===== config.mk =====
export PLATFORM = sky130hd
export DESIGN_NAME = array_bst_insert_find_top
export DESIGN_NICKNAME = d
export VERILOG_FILES = /design/src/rtl/abif_pkg.sv /design/src/rtl/abif_dp.sv /design/src/rtl/abif_ctrl.sv /design/src/rtl/array_bst_insert_find_top.sv
export SDC_FILE = /design/constraint.sdc
export NUM_CORES = 1
export LEC_CHECK = 0
export BUFFER_PORTS_ARGS = -buffer_cell sky130_fd_sc_hd__buf_2
export CAP_MARGIN = 20
export CORE_ASPECT_RATIO = 1.4
export CORE_MARGIN = 2
export CORE_UTILIZATION = 30
export DETAILED_ROUTE_END_ITERATION = 6
export PLACE_DENSITY_LB_ADDON = 0.15
export SLEW_MARGIN = 15
export SYNTH_ARGS = -nofsm -noshare
export SYNTH_HDL_FRONTEND = slang
export SYNTH_HIERARCHICAL = 1
export SYNTH_SLANG_ARGS = --single-unit

===== constraint.sdc =====
create_clock -name i_clk -period 4.42 [get_ports i_clk]
set_input_delay 0.884 -clock i_clk [delete_from_list [all_inputs] [get_ports i_clk]]
set_output_delay 0.884 -clock i_clk [all_outputs]
set_load 0.03 [all_outputs]

===== src/rtl/abif_pkg.sv =====
// ----------------------------------------------------------------------------
// abif_pkg
// Shared types and constants for the array binary search tree block.
// ----------------------------------------------------------------------------
package abif_pkg;

    localparam int unsigned KEY_MAX = 999;
    localparam int unsigned POS_W   = 4;
    localparam int unsigned OP_W    = 2;
    localparam int unsigned STS_W   = 3;

    typedef enum logic [OP_W-1:0] {
        OP_INSERT = 2'd0,
        OP_FIND   = 2'd1,
        OP_CLEAR  = 2'd2
    } t_opcode;

    typedef enum logic [STS_W-1:0] {
        ST_INSERTED  = 3'd0,
        ST_DUPLICATE = 3'd1,
        ST_NO_SLOT   = 3'd2,
        ST_FOUND     = 3'd3,
        ST_NOT_FOUND = 3'd4,
        ST_CLEARED   = 3'd5,
        ST_INVALID   = 3'd6
    } t_status;

    typedef struct packed {
        logic load;
        logic step;
        logic write;
        logic clr_init;
        logic clr_step;
    } t_cmd;

    typedef struct packed {
        logic             key_ok;
        logic             empty;
        logic             match;
        logic             past_next;
        logic             clr_last;
        logic [POS_W-1:0] pos;
    } t_sts;

endpackage


===== src/rtl/abif_dp.sv =====
// ----------------------------------------------------------------------------
// abif_dp
// Slot store, walk index, key register and the per-level compare.
// ----------------------------------------------------------------------------
module abif_dp #(
    parameter int TREE_SLOTS = 15,
    parameter int KEY_BITS   = 10
) (
    input  logic                i_clk,
    input  logic                i_rst_n,
    input  logic [KEY_BITS-1:0] i_key,
    input  abif_pkg::t_cmd      i_cmd,
    output abif_pkg::t_sts      o_sts
);

    localparam int IDX_W = $clog2(TREE_SLOTS);
    localparam int NXT_W = IDX_W + 2;

    logic [KEY_BITS-1:0] r_mem [TREE_SLOTS];
    logic [KEY_BITS-1:0] r_key;
    logic [KEY_BITS-1:0] r_rd;
    logic [IDX_W-1:0]    r_idx;
    logic [IDX_W-1:0]    n_idx;
    logic [IDX_W-1:0]    n_addr;
    logic [NXT_W-1:0]    nxt;
    logic                wr_en;
    logic [KEY_BITS-1:0] wr_data;

    assign nxt = (NXT_W'(r_idx) << 1) + ((r_key > r_rd) ? NXT_W'(2) : NXT_W'(1));

    always_comb begin
        n_idx = r_idx;
        if (i_cmd.load || i_cmd.clr_init) begin
            n_idx = '0;
        end else if (i_cmd.clr_step) begin
            n_idx = r_idx + IDX_W'(1);
        end else if (i_cmd.step) begin
            n_idx = nxt[IDX_W-1:0];
        end
    end

    assign n_addr  = (i_cmd.load || i_cmd.step) ? n_idx : r_idx;
    assign wr_en   = i_cmd.write || i_cmd.clr_step;
    assign wr_data = i_cmd.clr_step ? '0 : r_key;

    always_ff @(posedge i_clk) begin
        if (wr_en) begin
            r_mem[r_idx] <= wr_data;
        end
        r_rd <= r_mem[n_addr];
        if (i_cmd.load) begin
            r_key <= i_key;
        end
    end

    always_ff @(posedge i_clk) begin
        if (!i_rst_n) begin
            r_idx <= '0;
        end else begin
            r_idx <= n_idx;
        end
    end

    assign o_sts.key_ok    = (i_key != '0) && (33'(i_key) <= 33'(abif_pkg::KEY_MAX));
    assign o_sts.empty     = (r_rd == '0);
    assign o_sts.match     = (r_rd == r_key);
    assign o_sts.past_next = (nxt >= NXT_W'(TREE_SLOTS));
    assign o_sts.clr_last  = (r_idx == IDX_W'(TREE_SLOTS - 1));
    assign o_sts.pos       = abif_pkg::POS_W'(r_idx);

endmodule


===== src/rtl/abif_ctrl.sv =====
// ----------------------------------------------------------------------------
// abif_ctrl
// Operation sequencer: accepts items, steps the walk and the clear sweep,
// and holds the result register.
// ----------------------------------------------------------------------------
module abif_ctrl (
    input  logic                          i_clk,
    input  logic                          i_rst_n,
    input  logic                          i_in_valid,
    output logic                          o_in_ready,
    input  logic [abif_pkg::OP_W-1:0]     i_opcode,
    output abif_pkg::t_cmd                o_cmd,
    input  abif_pkg::t_sts                i_sts,
    output logic                          o_out_valid,
    input  logic                          i_out_ready,
    output logic [abif_pkg::STS_W-1:0]    o_status,
    output logic [abif_pkg::POS_W-1:0]    o_position
);

    typedef enum logic [1:0] {
        S_CLEAR,
        S_IDLE,
        S_WALK,
        S_RESULT
    } t_state;

    t_state                       r_state;
    t_state                       n_state;
    logic                         r_report;
    logic                         r_insert;
    abif_pkg::t_status            r_pend_st;
    abif_pkg::t_status            n_pend_st;
    logic [abif_pkg::POS_W-1:0]   r_pend_pos;
    logic [abif_pkg::POS_W-1:0]   n_pend_pos;
    logic                         r_out_valid;
    abif_pkg::t_status            r_out_st;
    logic [abif_pkg::POS_W-1:0]   r_out_pos;
    logic                         accept;
    logic                         can_out;
    abif_pkg::t_opcode            op;

    assign op         = abif_pkg::t_opcode'(i_opcode);
    assign o_in_ready = (r_state == S_IDLE);
    assign accept     = i_in_valid && o_in_ready;
    assign can_out    = !r_out_valid || i_out_ready;

    always_comb begin
        o_cmd      = '0;
        n_state    = r_state;
        n_pend_st  = r_pend_st;
        n_pend_pos = r_pend_pos;
        case (r_state)
            S_IDLE: begin
                if (accept) begin
                    case (op)
                        abif_pkg::OP_INSERT, abif_pkg::OP_FIND: begin
                            if (i_sts.key_ok) begin
                                o_cmd.load = 1'b1;
                                n_state    = S_WALK;
                            end else begin
                                n_pend_st  = abif_pkg::ST_INVALID;
                                n_pend_pos = '0;
                                n_state    = S_RESULT;
                            end
                        end
                        abif_pkg::OP_CLEAR: begin
                            o_cmd.clr_init = 1'b1;
                            n_state        = S_CLEAR;
                        end
                        default: begin
                            n_pend_st  = abif_pkg::ST_INVALID;
                            n_pend_pos = '0;
                            n_state    = S_RESULT;
                        end
                    endcase
                end
            end
            S_CLEAR: begin
                o_cmd.clr_step = 1'b1;
                if (i_sts.clr_last) begin
                    n_pend_st  = abif_pkg::ST_CLEARED;
                    n_pend_pos = '0;
                    n_state    = r_report ? S_RESULT : S_IDLE;
                end
            end
            S_WALK: begin
                n_state = S_RESULT;
                if (i_sts.empty) begin
                    if (r_insert) begin
                        o_cmd.write = 1'b1;
                        n_pend_st   = abif_pkg::ST_INSERTED;
                        n_pend_pos  = i_sts.pos;
                    end else begin
                        n_pend_st  = abif_pkg::ST_NOT_FOUND;
                        n_pend_pos = '0;
                    end
                end else if (i_sts.match) begin
                    n_pend_st  = r_insert ? abif_pkg::ST_DUPLICATE : abif_pkg::ST_FOUND;
                    n_pend_pos = i_sts.pos;
                end else if (i_sts.past_next) begin
                    n_pend_st  = r_insert ? abif_pkg::ST_NO_SLOT : abif_pkg::ST_NOT_FOUND;
                    n_pend_pos = '0;
                end else begin
                    o_cmd.step = 1'b1;
                    n_state    = S_WALK;
                end
            end
            S_RESULT: begin
                if (can_out) begin
                    n_state = S_IDLE;
                end
            end
            default: begin
                n_state = S_IDLE;
            end
        endcase
    end

    always_ff @(posedge i_clk) begin
        if (!i_rst_n) begin
            r_state     <= S_CLEAR;
            r_report    <= 1'b0;
            r_insert    <= 1'b0;
            r_out_valid <= 1'b0;
        end else begin
            r_state <= n_state;
            if (accept) begin
                r_report <= (op == abif_pkg::OP_CLEAR);
                r_insert <= (op == abif_pkg::OP_INSERT);
            end
            if (r_state == S_RESULT && can_out) begin
                r_out_valid <= 1'b1;
                r_out_st    <= r_pend_st;
                r_out_pos   <= r_pend_pos;
            end else if (i_out_ready) begin
                r_out_valid <= 1'b0;
            end
        end
        r_pend_st  <= n_pend_st;
        r_pend_pos <= n_pend_pos;
    end

    assign o_out_valid = r_out_valid;
    assign o_status    = r_out_st;
    assign o_position  = r_out_pos;

endmodule


===== src/rtl/array_bst_insert_find_top.sv =====
// ----------------------------------------------------------------------------
// array_bst_insert_find_top
// Binary search tree in an implicitly indexed slot array: insert, find, clear.
// ----------------------------------------------------------------------------
// The slave stream carries one operation per transaction: the opcode selects
// insert, find or clear, and the key goes with it. Each transaction returns
// exactly one master-side transaction with a status code and a slot position.
// Insert and find visit one tree level per cycle, since every level needs one
// read of the slot memory and its compare. An operation is accepted, visits
// at most floor(log2(TREE_SLOTS)) + 1 levels, and then loads the result
// register. A clear sweeps the memory one slot per cycle; an invalid key or
// opcode goes straight to the result register. One operation is in flight
// at a time; the next is accepted once the current result is registered.
// After reset the block sweeps the memory to empty and holds s_tready low
// meanwhile. A stalled master side holds its result; the block still accepts
// and works on one more transaction, then waits for the result register to
// free up before presenting that result.
// ----------------------------------------------------------------------------
module array_bst_insert_find_top #(
    parameter int TREE_SLOTS = 15,
    parameter int KEY_BITS   = 10
) (
    input  logic                i_clk,
    input  logic                i_rst_n,
    input  logic                i_s_tvalid,
    output logic                o_s_tready,
    // Fields from bit 0 up: opcode (2 bits), key (KEY_BITS bits), zero fill.
    input  logic [((abif_pkg::OP_W + KEY_BITS + 7) / 8) * 8 - 1:0] i_s_tdata,
    output logic                o_m_tvalid,
    input  logic                i_m_tready,
    // Fields from bit 0 up: status (3 bits), position (4 bits), zero fill.
    output logic [7:0]          o_m_tdata
);

    abif_pkg::t_cmd                  cmd;
    abif_pkg::t_sts                  sts;
    logic [abif_pkg::STS_W-1:0]      status;
    logic [abif_pkg::POS_W-1:0]      position;

    abif_ctrl u_ctrl (
        .i_clk       (i_clk),
        .i_rst_n     (i_rst_n),
        .i_in_valid  (i_s_tvalid),
        .o_in_ready  (o_s_tready),
        .i_opcode    (i_s_tdata[abif_pkg::OP_W-1:0]),
        .o_cmd       (cmd),
        .i_sts       (sts),
        .o_out_valid (o_m_tvalid),
        .i_out_ready (i_m_tready),
        .o_status    (status),
        .o_position  (position)
    );

    abif_dp #(
        .TREE_SLOTS (TREE_SLOTS),
        .KEY_BITS   (KEY_BITS)
    ) u_dp (
        .i_clk   (i_clk),
        .i_rst_n (i_rst_n),
        .i_key   (i_s_tdata[abif_pkg::OP_W +: KEY_BITS]),
        .i_cmd   (cmd),
        .o_sts   (sts)
    );

    assign o_m_tdata = {1'b0, position, status};

endmodule

==> qor.yml <==
floorplan:
  die_x_um: 145
  ios: 30
  fp.dieArea_um2: 29400
  initial_utilization_pct: 30.5
  die_h_um: 202
  coreArea_um2: 27600
  rows: 72
power:
  intPower_w: 0.00322
  p_comb_share_pct: 17.1
  switching_share_pct: 26.0
  irDropWorstVdd_mv: 0.253
  p_per_area_nw_per_um2: 398
  p_leak_nw: 3.94
  pwr-share-clk_pct: 35.2
  seq_power_share_pct: 47.7
  p_sw_w: 0.00114
sta:
  min_period_over_period_pct: 108
  worstMarginPinSlew_ps: 954
  setup_slack_ps: -347
  drv_slew: 0
  finalHoldViolCount: 0
  relSlewSlack_pct: 36.1
  fin_crit_ps: 4770
  timing.fmax_mhz: 210
  finalSetupViolations: 10
  rsz0062_at_grt: "true"
  clock_skew_ps: 13.4
detailed_routing:
  initialDrtViolationCount: 295
  drt-wirelength-per-cell_um: 19.4
  dr.pass1.iters: 7
  drc_errors: 0
  ant_nets: 0
  num_vias: 5254
  wl_mm: 21.6
  viasPerCell: 4.72
critical_path:
  cp_max_fo: 17
  critical_path_class: "reg2reg"
  cp_top_family: "compound AO/OA/AOI/OAI gates"
  slowest_delay_ps: 440
  critPathLaunchType: "register"
  worst-path-buf-inv: 4
  cp_num_cells: 22
  end_kind: "register"
  critical_path.cell_chain: "ha_4 -> a211oi_4 -> nor2_2 -> a2111o_1 -> nand2_2 -> inv_2 -> ha_4 -> ha_4 -> a31oi_1 -> a21oi_1 -> o32a_1 -> nor4_4 -> buf_6 -> buf_4 -> nor4bb_4 -> a21oi_4 -> o32ai_4 -> nor2_4 -> buf_12 -> mux2_2 -> a221oi_4 -> a2111oi_4"
  reg2reg_setup_slack_ps: -350
  critPathMostFrequentCell: "ha_4"
  arrival_ps: 5070
  worstPathRequired_ps: 4730
  critPathSlowestCell: "edfxtp_1"
  ff2ff_path_depth: 22
synthesis:
  synthArstFlopShare_pct: 0
  synth-seq-cells: 193
  ys_seq_area_share_pct: 66.8
  yosysUniqueCellTypes: 66
  synth_cells: 590
  yosysWarnings: 6
  synthMuxAreaShare_pct: 3.99
  syn_area_per_cell_um2: 14.2
  syn_nets: 628
  synth-simple-area-share_pct: 12.9
  synth_xor_area_share_pct: 0.313
  synth_top_family_by_area: "simple AND/OR/NAND/NOR gates"
  synth_area_um2: 8400
  synth-compound-area-share_pct: 10.1
  synth_fa_ha_area_share_pct: 2.68
  synthFlopType: "edfxtp_1"
  synth_edf_count: 174
placement:
  numPortBuffers: 24
  gp_congestion: 0.759
  place_hpwl_mm: 15.1
  placed_cell_area_um2: 9680
global_routing:
  grt_pass1_vias: 5508
  track_usage_pct: 14.7
  grt_pass1_wl_mm: 32.4
  overflow: 0
  grt_antenna_before_repair: 0
  grt_max_degree: 20
final_layout:
  fillCellCount: 2680
  fin_util_pct: 39.8
  drive_above_1_share_pct: 37.6
  nets: 767
  num_antenna_cells: 0
  syn_to_final_growth_pct: 30.5
  final_area_um2: 11000
cts:
  numCtsBuffers: 17
  cts_hold_buf: 0
  htreeDepth: 4
  clock_path_buffers: 2
  clk_latency_ps: 440
  cts_tree: "done"
  clock-sinks: 193
  clk_pin_slew_worst_paths_ps: 70
  root_buffer: "clkbuf_16"
worst_hold_path:
  whs_path_depth: 0
  hold_class: "reg2reg"
status:
  violations: "setup timing"
  outcome: "finished, violations left"
flow_run:
  cap_violations: 0
logic make-up (layout without fill, tap and decap cells):
kind of cell,count (synthesis),count (layout)
other,1,1
buffers and inverters,55,206
muxes,31,31
and+or+nand+nor,197,198
xor gates and xnor gates,3,3
AOI/OAI and AO/OA,92,92
DFF,193,193
adders and majority gates,18,18
worst paths after layout:
check                                     startpoint                    to
worst min register to register  u_ctrl/r_pend_pos[2]  u_ctrl/o_position[2]
worst max register to register         u_dp/r_key[7]          u_dp/r_rd[5]
worst min-delay path            u_ctrl/r_pend_pos[2]  u_ctrl/o_position[2]
worst max-delay path                   u_dp/r_key[7]          u_dp/r_rd[5]
what timing repair did:
action | in CTS | in global routing
gates resized for setup | 70 | 48
setup buffers | 7 | 15
cloned | 2 | 3
pin swaps | 18 | 29
endpoints found under the setup margin | 10 | 10
synthesized netlist by cell type, drive strengths merged (2+ instances only):
library cell / n / area [um^2]
a32o: 10 / 100
a21oi: 12 / 63.8
nand4b: 2 / 17.5
nand4: 4 / 25.0
xnor2: 2 / 17.5
a211oi: 19 / 148
inv: 32 / 120
ha: 18 / 225
buf: 19 / 136
a221oi: 10 / 131
mux2i: 11 / 110
nand3: 4 / 20.0
clkbuf: 4 / 16.3
o21ai: 4 / 20.0
a2111oi: 10 / 150
nor2: 20 / 85.1
and4: 2 / 17.5
nor2b: 11 / 68.8
dfxtp: 19 / 380
nor3b: 7 / 63.8
and2b: 2 / 15.0
nor4: 5 / 37.5
o211ai: 2 / 15.0
and2: 30 / 188
mux2: 20 / 225
edfxtp: 174 / 5230
a31oi: 3 / 18.8
nand3b: 4 / 42.5
nor3: 8 / 50.1
a31o: 2 / 17.5
nand2b: 9 / 56.3
o21bai: 2 / 15.0
a21o: 2 / 15.0
nand2: 71 / 269
and3: 12 / 75.1
o311ai: 10 / 87.6
final cells by class:
class                           instances  area [um^2]  share of cell area [%]
Clock buffer                           17          425                    3.88
Timing Repair Buffer                  142         1140                    10.4
Sequential cell                       193         5610                    51.2
Multi-Input combinational cell        343         3030                    27.6
Clock inverter                         15          171                    1.56
Tap cell                              370          463                    4.22
Inverter                               32          123                    1.12
sequential cells by signal (all words and copies together), names as in the netlist, 2 cells and up:
name,cells
u_dp/r_mem,150
u_ctrl/o_position,4
u_dp/r_key,10
u_dp/r_rd,10
u_dp/r_idx,4
u_ctrl/r_pend_pos,4
u_ctrl/o_status,3
u_ctrl/r_pend_st,3
u_ctrl/r_state,2
stage by stage:
stage	instances	hold slack, ps	power (W)	setup TNS [ps]	worst slack [ps]
finish	1112	430	0.00436	-3070	-347
global route	1112	445	0.00454	-5080	-530
CTS	1100	436	0.00434	-3930	-432
detailed placement	1060	406	0.00268	-6950	-790
global placement	1057	418	0.00268	-6520	-793
floorplan	590	400	0.00240	0	7.35
per-layer routing:
| layer | vias up | routed length (um) | part of all wire, % | GRT usage, % |
|---|---|---|---|---|
| li1 | 2516 | - | - | - |
| met1 | 2637 | 8620 | 40 | 16.5 |
| met2 | 81 | 12000 | 56 | 27.7 |
| met3 | 20 | 464 | 2.1 | 2.53 |
| met4 | 0 | 507 | 2.3 | 5.53 |
| met5 | - | 0 | 0 | 0 |
placed cells by master, fill, tap and decap left out, types with 4 or more instances in the layout:
master	Yosys	final
inv_8	0	4
nand2b_1	9	8
ha_4	0	7
nand4_1	4	4
a211oi_1	18	15
a221oi_4	0	4
buf_6	4	15
buf_2	7	25
a21oi_1	11	8
nor4_1	4	4
a2111oi_4	0	10
nand2_2	1	4
nand3_1	4	4
nor2b_1	11	11
mux2i_1	11	11
buf_4	7	95
nor2_1	18	16
dfxtp_1	19	16
a32o_2	0	7
clkbuf_16	0	18
inv_1	32	29
buf_12	0	4
ha_1	18	10
o311ai_1	0	7
a221oi_2	7	6
edfxtp_1	174	174
and2_1	30	29
nand2_1	70	67
nor3b_1	6	5
mux2_2	13	18
and3_1	12	11
power by group through the flow:
stage,Clock [W],Sequential [W],Combinational (W)
finish,0.00154,0.00208,0.000746
global route,0.00165,0.00208,0.000806
CTS,0.00158,0.00208,0.000682
detailed placement,0,0.00211,0.000570
global placement,0,0.00211,0.000563
floorplan,0,0.00210,0.000306
(Power assumes the default switching activity.)
